### src/hdl/bpa_pkg.sv
// shared types, constants and helpers for the bitmap page allocator
package bpa_pkg;

    localparam int WORD_BITS     = 64;
    localparam int WORD_SH       = 6;
    localparam int NUM_PAGES_DEF = 1024;
    localparam int IDX_W         = 10;
    localparam int CNT_W         = 11;
    localparam int LIMIT_MAX     = (1 << CNT_W) - 1;
    localparam logic [CNT_W-1:0] LIMIT_RESET = CNT_W'(1024);

    typedef logic [WORD_BITS-1:0] word_t;
    typedef logic [WORD_SH-1:0]   bitpos_t;

    typedef enum logic {
        REQ_ACQUIRE = 1'b0,
        REQ_RELEASE = 1'b1
    } req_kind_t;

    typedef enum logic [1:0] {
        ST_OK          = 2'd0,
        ST_FULL        = 2'd1,
        ST_BAD_RELEASE = 2'd2
    } status_t;

    typedef struct packed {
        req_kind_t        req_type;
        logic [IDX_W-1:0] page_index;
    } req_t;

    typedef struct packed {
        status_t          status;
        logic [IDX_W-1:0] granted_page;
        logic [CNT_W-1:0] used_pages;
    } rsp_t;

    typedef struct packed {
        logic    clear;
        logic    load;
        logic    scan;
        logic    rel;
        logic    emit;
    } ctl_cmd_t;

    typedef struct packed {
        logic    clear_last;
        logic    acq_full;
        logic    is_release;
        logic    scan_done;
        logic    out_free;
    } dp_sts_t;

    typedef struct packed {
        logic    found;
        bitpos_t pos;
    } free_bit_t;

    // lowest clear bit of a bitmap word
    function automatic free_bit_t first_free(input word_t w);
        free_bit_t r;
        r.found = 1'b0;
        r.pos   = '0;
        for (int i = WORD_BITS - 1; i >= 0; i--) begin
            if (!w[i]) begin
                r.found = 1'b1;
                r.pos   = bitpos_t'(i);
            end
        end
        return r;
    endfunction

endpackage

### src/hdl/bitmap_page_allocator.sv
// top level of the first-fit bitmap page allocator
// After reset the bitmap is cleared one 64-bit word per cycle, so s_ready stays low until
// the last word is cleared; page_limit writes are taken at any time. Requests are served
// one at a time, each giving one result transfer. A release goes through a word read, a
// check and write, and the result. An acquire at a full count goes straight to the result;
// otherwise the scan reads one bitmap word per cycle from word 0 until the first free page
// below the limit, or until the limit or the last word is reached. The result sits in an
// output register, so the next request is taken while it waits.
module bitmap_page_allocator #(
    parameter int NUM_PAGES = bpa_pkg::NUM_PAGES_DEF
) (
    input  logic                        aclk,
    input  logic                        aresetn,
    input  logic                        s_valid,
    output logic                        s_ready,
    input  bpa_pkg::req_t               s_data,
    output logic                        m_valid,
    input  logic                        m_ready,
    output bpa_pkg::rsp_t               m_data,
    input  logic                        cfg_valid,
    output logic                        cfg_ready,
    input  logic [bpa_pkg::CNT_W-1:0]   cfg_wdata
);

    bpa_pkg::ctl_cmd_t cmd;
    bpa_pkg::dp_sts_t  sts;

    assign cfg_ready = 1'b1;

    bpa_ctl u_ctl (
        .aclk     (aclk),
        .aresetn  (aresetn),
        .in_valid (s_valid),
        .in_ready (s_ready),
        .sts      (sts),
        .cmd      (cmd)
    );

    bpa_dp #(
        .NUM_PAGES (NUM_PAGES)
    ) u_dp (
        .aclk      (aclk),
        .aresetn   (aresetn),
        .s_data    (s_data),
        .cfg_valid (cfg_valid),
        .cfg_wdata (cfg_wdata),
        .m_valid   (m_valid),
        .m_ready   (m_ready),
        .m_data    (m_data),
        .cmd       (cmd),
        .sts       (sts)
    );

endmodule

### src/hdl/bpa_ctl.sv
// request sequencer for the bitmap page allocator
module bpa_ctl (
    input  logic              aclk,
    input  logic              aresetn,
    input  logic              in_valid,
    output logic              in_ready,
    input  bpa_pkg::dp_sts_t  sts,
    output bpa_pkg::ctl_cmd_t cmd
);

    typedef enum logic [2:0] {
        S_CLEAR,
        S_IDLE,
        S_SCAN,
        S_REL,
        S_DONE
    } state_t;

    state_t state_reg, state_next;

    assign in_ready = (state_reg == S_IDLE);

    always_comb begin
        state_next = state_reg;
        cmd        = '0;
        case (state_reg)
            S_CLEAR: begin
                cmd.clear = 1'b1;
                if (sts.clear_last) begin
                    state_next = S_IDLE;
                end
            end
            S_IDLE: begin
                if (in_valid) begin
                    cmd.load = 1'b1;
                    if (sts.is_release) begin
                        state_next = S_REL;
                    end else if (sts.acq_full) begin
                        state_next = S_DONE;
                    end else begin
                        state_next = S_SCAN;
                    end
                end
            end
            S_SCAN: begin
                cmd.scan = 1'b1;
                if (sts.scan_done) begin
                    state_next = S_DONE;
                end
            end
            S_REL: begin
                cmd.rel    = 1'b1;
                state_next = S_DONE;
            end
            S_DONE: begin
                if (sts.out_free) begin
                    cmd.emit   = 1'b1;
                    state_next = S_IDLE;
                end
            end
            default: begin
                state_next = S_IDLE;
            end
        endcase
    end

    always_ff @(posedge aclk) begin
        if (!aresetn) begin
            state_reg <= S_CLEAR;
        end else begin
            state_reg <= state_next;
        end
    end

endmodule

### src/hdl/bpa_dp.sv
// bitmap memory, used-page count, limit register and result registers
module bpa_dp #(
    parameter int NUM_PAGES = bpa_pkg::NUM_PAGES_DEF
) (
    input  logic              aclk,
    input  logic              aresetn,
    input  bpa_pkg::req_t     s_data,
    input  logic              cfg_valid,
    input  logic [bpa_pkg::CNT_W-1:0] cfg_wdata,
    output logic              m_valid,
    input  logic              m_ready,
    output bpa_pkg::rsp_t     m_data,
    input  bpa_pkg::ctl_cmd_t cmd,
    output bpa_pkg::dp_sts_t  sts
);

    localparam int NUM_WORDS = (NUM_PAGES + bpa_pkg::WORD_BITS - 1) / bpa_pkg::WORD_BITS;
    localparam int WIDX_W    = (NUM_WORDS > 1) ? $clog2(NUM_WORDS) : 1;
    localparam int PAGE_W    = WIDX_W + bpa_pkg::WORD_SH;
    localparam int CAP       = (NUM_PAGES < bpa_pkg::LIMIT_MAX) ? NUM_PAGES
                                                                : bpa_pkg::LIMIT_MAX;
    localparam int CW        = bpa_pkg::CNT_W;

    bpa_pkg::word_t mem [NUM_WORDS];

    logic [CW-1:0]          limit_reg;
    logic [CW-1:0]          count_reg;
    logic [WIDX_W-1:0]      clr_w_reg;
    logic [WIDX_W-1:0]      chk_w_reg;
    logic [bpa_pkg::IDX_W-1:0] idx_reg;
    bpa_pkg::word_t         rd_data_reg;
    bpa_pkg::rsp_t          res_reg;
    bpa_pkg::rsp_t          out_reg;
    logic                   m_valid_reg;

    logic [CW-1:0]          eff;
    logic [WIDX_W-1:0]      rel_word;
    logic [WIDX_W-1:0]      rd_addr;
    bpa_pkg::free_bit_t     fb;
    logic [PAGE_W-1:0]      hit_page;
    logic                   scan_hit;
    logic                   scan_end;
    logic                   rel_bad;
    logic                   acq_full;

    assign eff      = (limit_reg > CW'(CAP)) ? CW'(CAP) : limit_reg;
    assign rel_word = WIDX_W'(32'(s_data.page_index) >> bpa_pkg::WORD_SH);
    assign acq_full = (count_reg >= eff);

    assign fb       = bpa_pkg::first_free(rd_data_reg);
    assign hit_page = {chk_w_reg, fb.pos};
    assign scan_hit = fb.found && (32'(hit_page) < 32'(eff));
    assign scan_end = !scan_hit &&
                      (fb.found || (32'(chk_w_reg) == NUM_WORDS - 1) ||
                       (((32'(chk_w_reg) + 1) << bpa_pkg::WORD_SH) >= 32'(eff)));

    assign rel_bad  = (CW'(idx_reg) >= eff) ||
                      !rd_data_reg[bpa_pkg::bitpos_t'(idx_reg)];

    always_comb begin
        if (cmd.scan) begin
            rd_addr = chk_w_reg + WIDX_W'(1);
        end else if (s_data.req_type == bpa_pkg::REQ_RELEASE) begin
            rd_addr = rel_word;
        end else begin
            rd_addr = '0;
        end
    end

    assign sts.clear_last = (32'(clr_w_reg) == NUM_WORDS - 1);
    assign sts.acq_full   = acq_full;
    assign sts.is_release = (s_data.req_type == bpa_pkg::REQ_RELEASE);
    assign sts.scan_done  = scan_hit || scan_end;
    assign sts.out_free   = !m_valid_reg || m_ready;

    assign m_valid = m_valid_reg;
    assign m_data  = out_reg;

    // bitmap memory: one write port, one registered read port
    always_ff @(posedge aclk) begin
        rd_data_reg <= mem[rd_addr];
        if (cmd.clear) begin
            mem[clr_w_reg] <= '0;
        end else if (cmd.scan && scan_hit) begin
            mem[chk_w_reg] <= rd_data_reg | (bpa_pkg::word_t'(1) << fb.pos);
        end else if (cmd.rel && !rel_bad) begin
            mem[WIDX_W'(32'(idx_reg) >> bpa_pkg::WORD_SH)] <=
                rd_data_reg & ~(bpa_pkg::word_t'(1) << bpa_pkg::bitpos_t'(idx_reg));
        end
    end

    always_ff @(posedge aclk) begin
        if (!aresetn) begin
            limit_reg   <= bpa_pkg::LIMIT_RESET;
            count_reg   <= '0;
            clr_w_reg   <= '0;
            m_valid_reg <= 1'b0;
        end else begin
            if (cfg_valid) begin
                limit_reg <= cfg_wdata;
            end
            if (cmd.clear) begin
                clr_w_reg <= clr_w_reg + WIDX_W'(1);
            end
            if (cmd.scan && scan_hit) begin
                count_reg <= count_reg + CW'(1);
            end else if (cmd.rel && !rel_bad && count_reg != '0) begin
                count_reg <= count_reg - CW'(1);
            end
            if (cmd.emit) begin
                m_valid_reg <= 1'b1;
            end else if (m_ready) begin
                m_valid_reg <= 1'b0;
            end
        end
    end

    // request and result payload
    always_ff @(posedge aclk) begin
        if (cmd.load) begin
            idx_reg   <= s_data.page_index;
            chk_w_reg <= '0;
            if (s_data.req_type == bpa_pkg::REQ_ACQUIRE && acq_full) begin
                res_reg.status       <= bpa_pkg::ST_FULL;
                res_reg.granted_page <= '0;
                res_reg.used_pages   <= count_reg;
            end
        end
        if (cmd.scan) begin
            chk_w_reg <= chk_w_reg + WIDX_W'(1);
            if (scan_hit) begin
                res_reg.status       <= bpa_pkg::ST_OK;
                res_reg.granted_page <= bpa_pkg::IDX_W'(hit_page);
                res_reg.used_pages   <= count_reg + CW'(1);
            end else begin
                res_reg.status       <= bpa_pkg::ST_FULL;
                res_reg.granted_page <= '0;
                res_reg.used_pages   <= count_reg;
            end
        end
        if (cmd.rel) begin
            res_reg.granted_page <= '0;
            if (rel_bad) begin
                res_reg.status     <= bpa_pkg::ST_BAD_RELEASE;
                res_reg.used_pages <= count_reg;
            end else begin
                res_reg.status     <= bpa_pkg::ST_OK;
                res_reg.used_pages <= (count_reg != '0) ? count_reg - CW'(1) : count_reg;
            end
        end
        if (cmd.emit) begin
            out_reg <= res_reg;
        end
    end

endmodule

### config.mk
export PLATFORM = sky130hd
export DESIGN_NAME = bitmap_page_allocator
export DESIGN_NICKNAME = d
export VERILOG_FILES = /design/src/hdl/bpa_pkg.sv /design/src/hdl/bitmap_page_allocator.sv /design/src/hdl/bpa_ctl.sv /design/src/hdl/bpa_dp.sv
export SDC_FILE = /design/constraint.sdc
export NUM_CORES = 2
export LEC_CHECK = 0
export ABC_AREA = 1
export ABC_CLOCK_PERIOD_IN_PS = 14100
export BUFFER_PORTS_ARGS = -buffer_cell sky130_fd_sc_hd__buf_4
export CAP_MARGIN = 20
export CORE_MARGIN = 5
export CORE_UTILIZATION = 43
export DETAILED_ROUTE_END_ITERATION = 10
export PLACE_DENSITY = 0.68
export SLEW_MARGIN = 20
export SYNTH_ARGS = -nofsm -noshare
export SYNTH_HDL_FRONTEND = slang
export SYNTH_SLANG_ARGS = --single-unit
### constraint.sdc
create_clock -name aclk -period 14.1 [get_ports aclk]
set_input_delay 2.82 -clock aclk [delete_from_list [all_inputs] [get_ports aclk]]
set_output_delay 2.82 -clock aclk [all_outputs]
set_load 0.01 [all_outputs]
Word level (Yosys, flattened, before mapping)
Memories as Yosys holds them, arrays and structs flattened. A register that Yosys moved wholly into a read port is not among the register bits.
Index checks and enable logic that the tools add are counted.
{"block": "word_totals", "out_inout_bits": 26, "word_cells": 181, "ff_bits": 90, "memories": 1, "ram_bits": 1024}
{"block": "classes", "n_mux": 112, "bitwise_logic": 4, "addsub": 5, "reduce_logical": 28, "n_lt_le_gt_ge": 6, "shifts": 2, "eq_ne": 10}
{"name": "u_dp.mem", "depth": 16, "word_bits": 64, "rd": 1, "rd_ports_with_merged_regs": 1, "wr": 1, "line_no": "bpa_dp.sv:24", "text": "bpa_pkg::word_t mem [NUM_WORDS];"}
{"operator": "7-bit two-way mux", "n": 64}
{"operator": "64-bit two-way mux", "n": 2}
{"operator": "64-bit OR reduction", "n": 2}
{"operator": "1-bit by 6-bit left shift with 64-bit output, first input constant", "n": 2}
{"operator": "23-bit two-way mux", "n": 4}
{"operator": "64-bit AND", "n": 1}
{"operator": "64-bit NOT", "n": 1}
{"operator": "64-bit bitwise OR", "n": 1}
{"operator": "11-bit two-way mux", "n": 5}
{"operator": "32-bit by 11-bit >= comparator with 1-bit output", "n": 1}
{"operator": "4-bit two-way mux", "n": 6}
{"operator": "22-bit two-way mux", "n": 1}
{"operator": "1-bit two-way mux", "n": 21}
{"operator": "3-bit two-way mux", "n": 6}
{"operator": "3-bit case mux with 5 select lines", "n": 1}
{"operator": "11-bit by 1-bit adder with 11-bit output, second input constant", "n": 1}
{"operator": "10-bit by 11-bit >= comparator with 1-bit output", "n": 1}
{"operator": "11-bit >= comparator", "n": 1}
{"operator": "11-bit greater-than comparator, second input constant", "n": 1}
{"operator": "10-bit by 11-bit < comparator with 1-bit output", "n": 1}
{"operator": "11-bit nonzero test", "n": 1}
{"operator": "11-bit by 1-bit subtractor with 11-bit output, second input constant", "n": 1}
{"operator": "4-bit by 1-bit adder with 4-bit output, second input constant", "n": 2}
{"operator": "4-bit equality test, second input constant", "n": 2}
{"operator": "17 further kinds", "n": 38}

Logic depth before layout (Yosys ltp)
{"block": "logic_depth", "word_depth": 73, "depth_mapped": 77, "mapped_depth_nobuf": 76}

Modules after synthesis
Synthesis repeated with hierarchy kept, for this count alone.
{"block": "unflattened", "cells_unflattened": 4486, "hier_area_um2": 50669.8}
{"mod": "bpa_dp", "area_per_inst_um2": 50424.6, "seq_area_each_um2": 34272.9, "n_inst": 1, "cells_per_inst": 4442}
{"mod": "bpa_ctl", "area_per_inst_um2": 234.0, "seq_area_each_um2": 60.1, "n_inst": 1, "cells_per_inst": 42}
{"mod": "bitmap_page_allocator", "area_per_inst_um2": 11.3, "seq_area_each_um2": 0.0, "n_inst": 1, "cells_per_inst": 2}

Least setup slack after synthesis
Ideal clock, no wire load.
{"block": "synth_path", "kind": "flip-flop to flip-flop", "startpoint": "reg u_dp.rd_data_reg[57], read port of u_dp.mem", "endpoint": "mem u_dp.mem[10][0] in the netlist's numbering, enable pin", "period_less_slack_ns": 7.413, "n_path_buf": 1, "stages_incl_launch_ff": 40, "arrival_ns": 6.927, "slack_ns": 6.687, "setup_time_ns": 0.486, "cell_sequence": "dfxtp_1 -> inv_1 -> nor4_2 -> nand2_1 -> nor3_1 -> nand3_1 -> nor2_1 -> nand4_1 -> nor2_1 -> nand3_1 -> nor3_1 -> nand3_1 -> nor3_1 -> nand4_1 -> nor2_1 -> nand3_1 -> nor3_1 -> nand3_1 -> (+4 left out) -> nor2_1 -> nand4_1 -> nor2_1 -> nand3_1 -> nor3_1 -> nand3_1 -> nor3_1 -> nand3_1 -> nor3_1 -> nand4_1 -> nand4_4 -> inv_2 -> buf_6 -> nand2_1 -> nand3_2 -> nand2_2 -> nand3_2 -> nor2_1"}
{"block": "synth_via", "elab_chain_cells": 67, "elab_cells_between_ends": 80, "classes_between": "1 x order compare; 71 x mux; 8 x reduce/logical"}
{"item": "start: declaration", "line_no": "bpa_dp.sv:31", "text": "bpa_pkg::word_t rd_data_reg;"}
{"item": "7-bit two-way mux (58 in a row)", "line_no": "bpa_pkg.sv:64", "text": "if (!w[i]) begin"}
{"item": "10-bit by 11-bit < comparator with 1-bit output", "line_no": "bpa_dp.sv:52", "text": "assign scan_hit = fb.found && (32'(hit_page) < 32'(eff));"}
{"item": "1-bit logical AND", "line_no": "bpa_dp.sv:52"}
{"item": "1-bit logical AND", "line_no": "bpa_dp.sv:84", "text": "end else if (cmd.scan && scan_hit) begin"}
{"item": "1-bit two-way mux", "line_no": "bpa_dp.sv:84"}
{"item": "1-bit two-way mux", "line_no": "bpa_dp.sv:82", "text": "if (cmd.clear) begin"}
{"item": "1-bit two-way mux (implied by the code)", "line_no": "bpa_dp.sv:85", "text": "mem[chk_w_reg] <= rd_data_reg | (bpa_pkg::word_t'(1) << fb.pos);"}
{"item": "64-bit OR reduction (no source line)"}
{"item": "4-bit two-way mux (no source line) or 1-bit two-way mux (tied branches) (2 in a row)"}
{"item": "end: declaration", "line_no": "bpa_dp.sv:24"}
Several ways; a longest one is shown, not always the timed one. The select of a mux whose other input is x is not followed.

Worst setup path in the final report
{"block": "layout_path", "startpoint": "reg u_dp.rd_data_reg[56], read port of u_dp.mem", "endpoint": "mem u_dp.mem[15][10] in the netlist's numbering, enable pin"}
{"block": "layout_via", "elab_chain_cells": 66, "elab_cells_between_ends": 79, "classes_between": "1 x order compare; 70 x mux; 8 x reduce/logical"}
{"item": "7-bit two-way mux (57 in a row)", "line_no": "bpa_pkg.sv:64"}
{"item": "10-bit by 11-bit < comparator with 1-bit output", "line_no": "bpa_dp.sv:52"}
{"item": "1-bit logical AND", "line_no": "bpa_dp.sv:52"}
{"item": "1-bit logical AND", "line_no": "bpa_dp.sv:84"}
{"item": "1-bit two-way mux", "line_no": "bpa_dp.sv:84"}
{"item": "1-bit two-way mux", "line_no": "bpa_dp.sv:82"}
{"item": "1-bit two-way mux (implied by the code)", "line_no": "bpa_dp.sv:85"}
{"item": "64-bit OR reduction (no source line)"}
{"item": "4-bit two-way mux (no source line) or 1-bit two-way mux (tied branches) (2 in a row)"}
Several ways; a longest one is shown, not always the timed one. The select of a mux whose other input is x is not followed.

==> results.sh <==
export IMPL_status="finished, final reports clean"
export IMPL_antenna_found_initial=2
export IMPL_routabilityCongestion=0.994
export IMPL_fin_crit_sh=0.586
export IMPL_internal_power_uw=7000
export IMPL_post_cts_buffers=0
export IMPL_initial_core_util=0.434
export IMPL_cpLargestDelayFamily="simple AND/OR/NAND/NOR gates"
export IMPL_yosysUniqueCellTypes=50
export IMPL_hold_violations=0
export IMPL_first_iter_violations=4157
export IMPL_drc_errors=0
export IMPL_largest_reg_flops=1024
export IMPL_antennaDiodeCount=0
export IMPL_power_frac_comb=0.250
export IMPL_synth_cell_area_um2=48800
export IMPL_ir_worst_vdd_mv=0.113
export IMPL_clockPowerShare=0.280
export IMPL_die_area_um2=120000
export IMPL_setup_viol=0
export IMPL_drive_above_1_share=0.0957
export IMPL_rsz0062_at_grt="no"
export IMPL_critical_path_max_fanout=55
export IMPL_post_place_cells=5418
export IMPL_clk_pin_slew_ns=0.06
export IMPL_crit_buf_inv=4
export IMPL_grt_pass1_vias=31500
export IMPL_fin_nets=4099
export IMPL_die_h_um=347
export IMPL_fmax_mhz=121
export IMPL_coreArea_um2=113000
export IMPL_final_cell_mix="edfxtp_1, o21ai_0, nor2_1"
export IMPL_worst_slew_margin_rel=0.189
export IMPL_rows=123
export IMPL_insertion_delay_ns=0.71
export IMPL_power_density_nw_per_um2=194
export IMPL_die_x_um=347
export IMPL_place_ws_ns=6.07
export IMPL_cp_data_arrival_time_ns=8.58
export IMPL_cts_sinks=1178
export IMPL_synth_seq_cells=1178
export IMPL_hold_ws_ns=0.422
export IMPL_io_buffers=51
export IMPL_final_util=0.485
export IMPL_cp_end_kind="flop"
export IMPL_num_vias=33600
export IMPL_critPathLaunchType="flop"
export IMPL_fin_crit_ns=8.26
export IMPL_syn_avg_cell_area_um2=12.0
export IMPL_grt_start_max_net_pins=169
export IMPL_ant_nets=0
export IMPL_clockRootBuffer="clkbuf_16"
export IMPL_htree_levels=3
export IMPL_yosysWarnings=0
export IMPL_cts_made_buffers=110
export IMPL_grt_pass1_wl_mm=198
export IMPL_cts_buffer_depth=3
export IMPL_layout_cells_most_common="edfxtp_1"
export IMPL_slowest_delay_ns=0.96
export IMPL_routed_wl_mm=133
export IMPL_fin_skew_ns=0.0306
export IMPL_io_pins=53
export IMPL_seqPwrFrac=0.470
export IMPL_drv_cap=0
export IMPL_drt_wirelength_per_cell_um=23.6
export IMPL_cp_data_required_time_ns=14.42
export IMPL_fin_tns_setup_ns=0
export IMPL_synth_cells=4056
export IMPL_worstSetupPathType="flop to flop"
export IMPL_yosysSeqAreaShare=0.703
export IMPL_syn_nets=4122
export IMPL_grt_overflow=0
export IMPL_leakagePower_uw=0.0182
export IMPL_switchingPower_uw=3590
export IMPL_cts_hold_buf=0
export IMPL_cts_tree="done"
export IMPL_hpwlAfterDp_mm=75.5
export IMPL_stdcell_count=5628
export IMPL_grt_util_all_layers=0.211
export IMPL_switching_share=0.339
export IMPL_final_max_slew_viol_count=0
export IMPL_tightest_slew_ns=1.21
export IMPL_cts_resized=0
export IMPL_min_path_type="flop to flop"
export IMPL_viasPerCell=5.98
export IMPL_dr_pass1_iters=6
export IMPL_cpMaxStageDelayCell="nor2_4"
export IMPL_setup_slack_ns=5.84
export IMPL_area_delta_synth_final_pct=11.8
-- routing by layer --
metal,vias up,global-route usage,share of wire
li1,15100,-,-
met1,16500,0.299,0.41
met2,1783,0.333,0.46
met3,309,0.0362,0.094
met4,2,0.0758,0.037
met5,-,0,0.00013
-- cell families (layout without fill, tap and decap cells) --
kind of cell	after synthesis	count (layout)	share of synthesized area
flip-flops	1178	1178	0.703
adder cells (fa/ha/maj)	39	39	0.00999
AND/OR/NAND/NOR	1189	1189	0.0997
XOR/XNOR	16	16	0.00287
AO/OA/AOI/OAI	1220	1220	0.149
buffers and inverters	413	485	0.0357
other	1	1	0.0000768
-- worst paths after layout --
check | from | endpoint | slack (ns) | depth (start not counted)
setup / recovery | u_dp.rd_data_reg[56] | u_dp.mem[15][10] | 5.84 | 40
hold / removal | u_dp.res_reg[2] | u_dp.m_data[2] | 0.42 | 0
setup reg to reg | u_dp.rd_data_reg[56] | u_dp.mem[15][10] | 5.84 | 40
hold reg to reg | u_dp.res_reg[2] | u_dp.m_data[2] | 0.42 | 0
-- worst reg2reg max path: cells and delay by family (launching register included) --
family	cells	cell delay (ns)
simple gates	36	5.66
buf+inv	4	1.78
flops	1	0.41
-- Yosys cell counts (all sizes together) --
master         instances  area share
inv                  126      0.0097
o21ai                691       0.071
dfxtp                104       0.043
o41ai                  1     0.00018
or4                    1     0.00015
nand4                 43      0.0058
a21boi                 1     0.00015
a311oi                 1     0.00018
a31oi                  5     0.00064
clkdlybuf4s50         16      0.0035
a21o                   3     0.00046
nor2                 651       0.050
nor3                  30      0.0031
buf                   20      0.0024
a2bb2oi                1     0.00018
o311ai                 6      0.0011
xor2                  15      0.0027
nor4                   9      0.0013
o21bai                 3     0.00046
ha                    39       0.010
a31o                   1     0.00018
o22ai                166       0.021
o2111ai                4     0.00072
or2                    4     0.00051
edfxtp              1074        0.66
nand3                109       0.012
xnor2                  1     0.00018
nand2                342       0.027
a21oi                 70      0.0072
o211ai               119       0.018
a221oi                 7      0.0013
conb                   1    0.000077
clkbuf               246       0.020
clkinv                 5     0.00038
o221ai               141       0.025
-- per-stage QoR --
stage | total power (µW) | cell area (µm²)
final | 10600 | 54600
after global routing | 11100 | 54600
after CTS | 10600 | 54500
after detailed placement | 7640 | 50800
after global placement | 7600 | 50800
after floorplan | 6650 | 48800
-- area by class of cell --
class	instances	area [µm²]
clock buffers	139	2980
clock inverters	68	649
fillers	9722	58100
inverters	131	514
multi-input cells	2465	13000
flip-flops and latches	1178	34300
well taps	1500	1880
repair buffers	147	1190
-- power by group through the flow --
| stage | Sequential [µW] | Clock [µW] | Combinational (µW) |
|---|---|---|---|
| 4_1_cts | 4960 | 3000 | 2630 |
| 3_3_place_gp | 5020 | 0 | 2580 |
| 5_1_grt | 5020 | 3160 | 2900 |
| 3_5_place_dp | 5020 | 0 | 2620 |
| 6_report | 4970 | 2970 | 2650 |
| 2_1_floorplan | 4890 | 0 | 1760 |
Note: power is estimated with default switching activity, not from simulation.
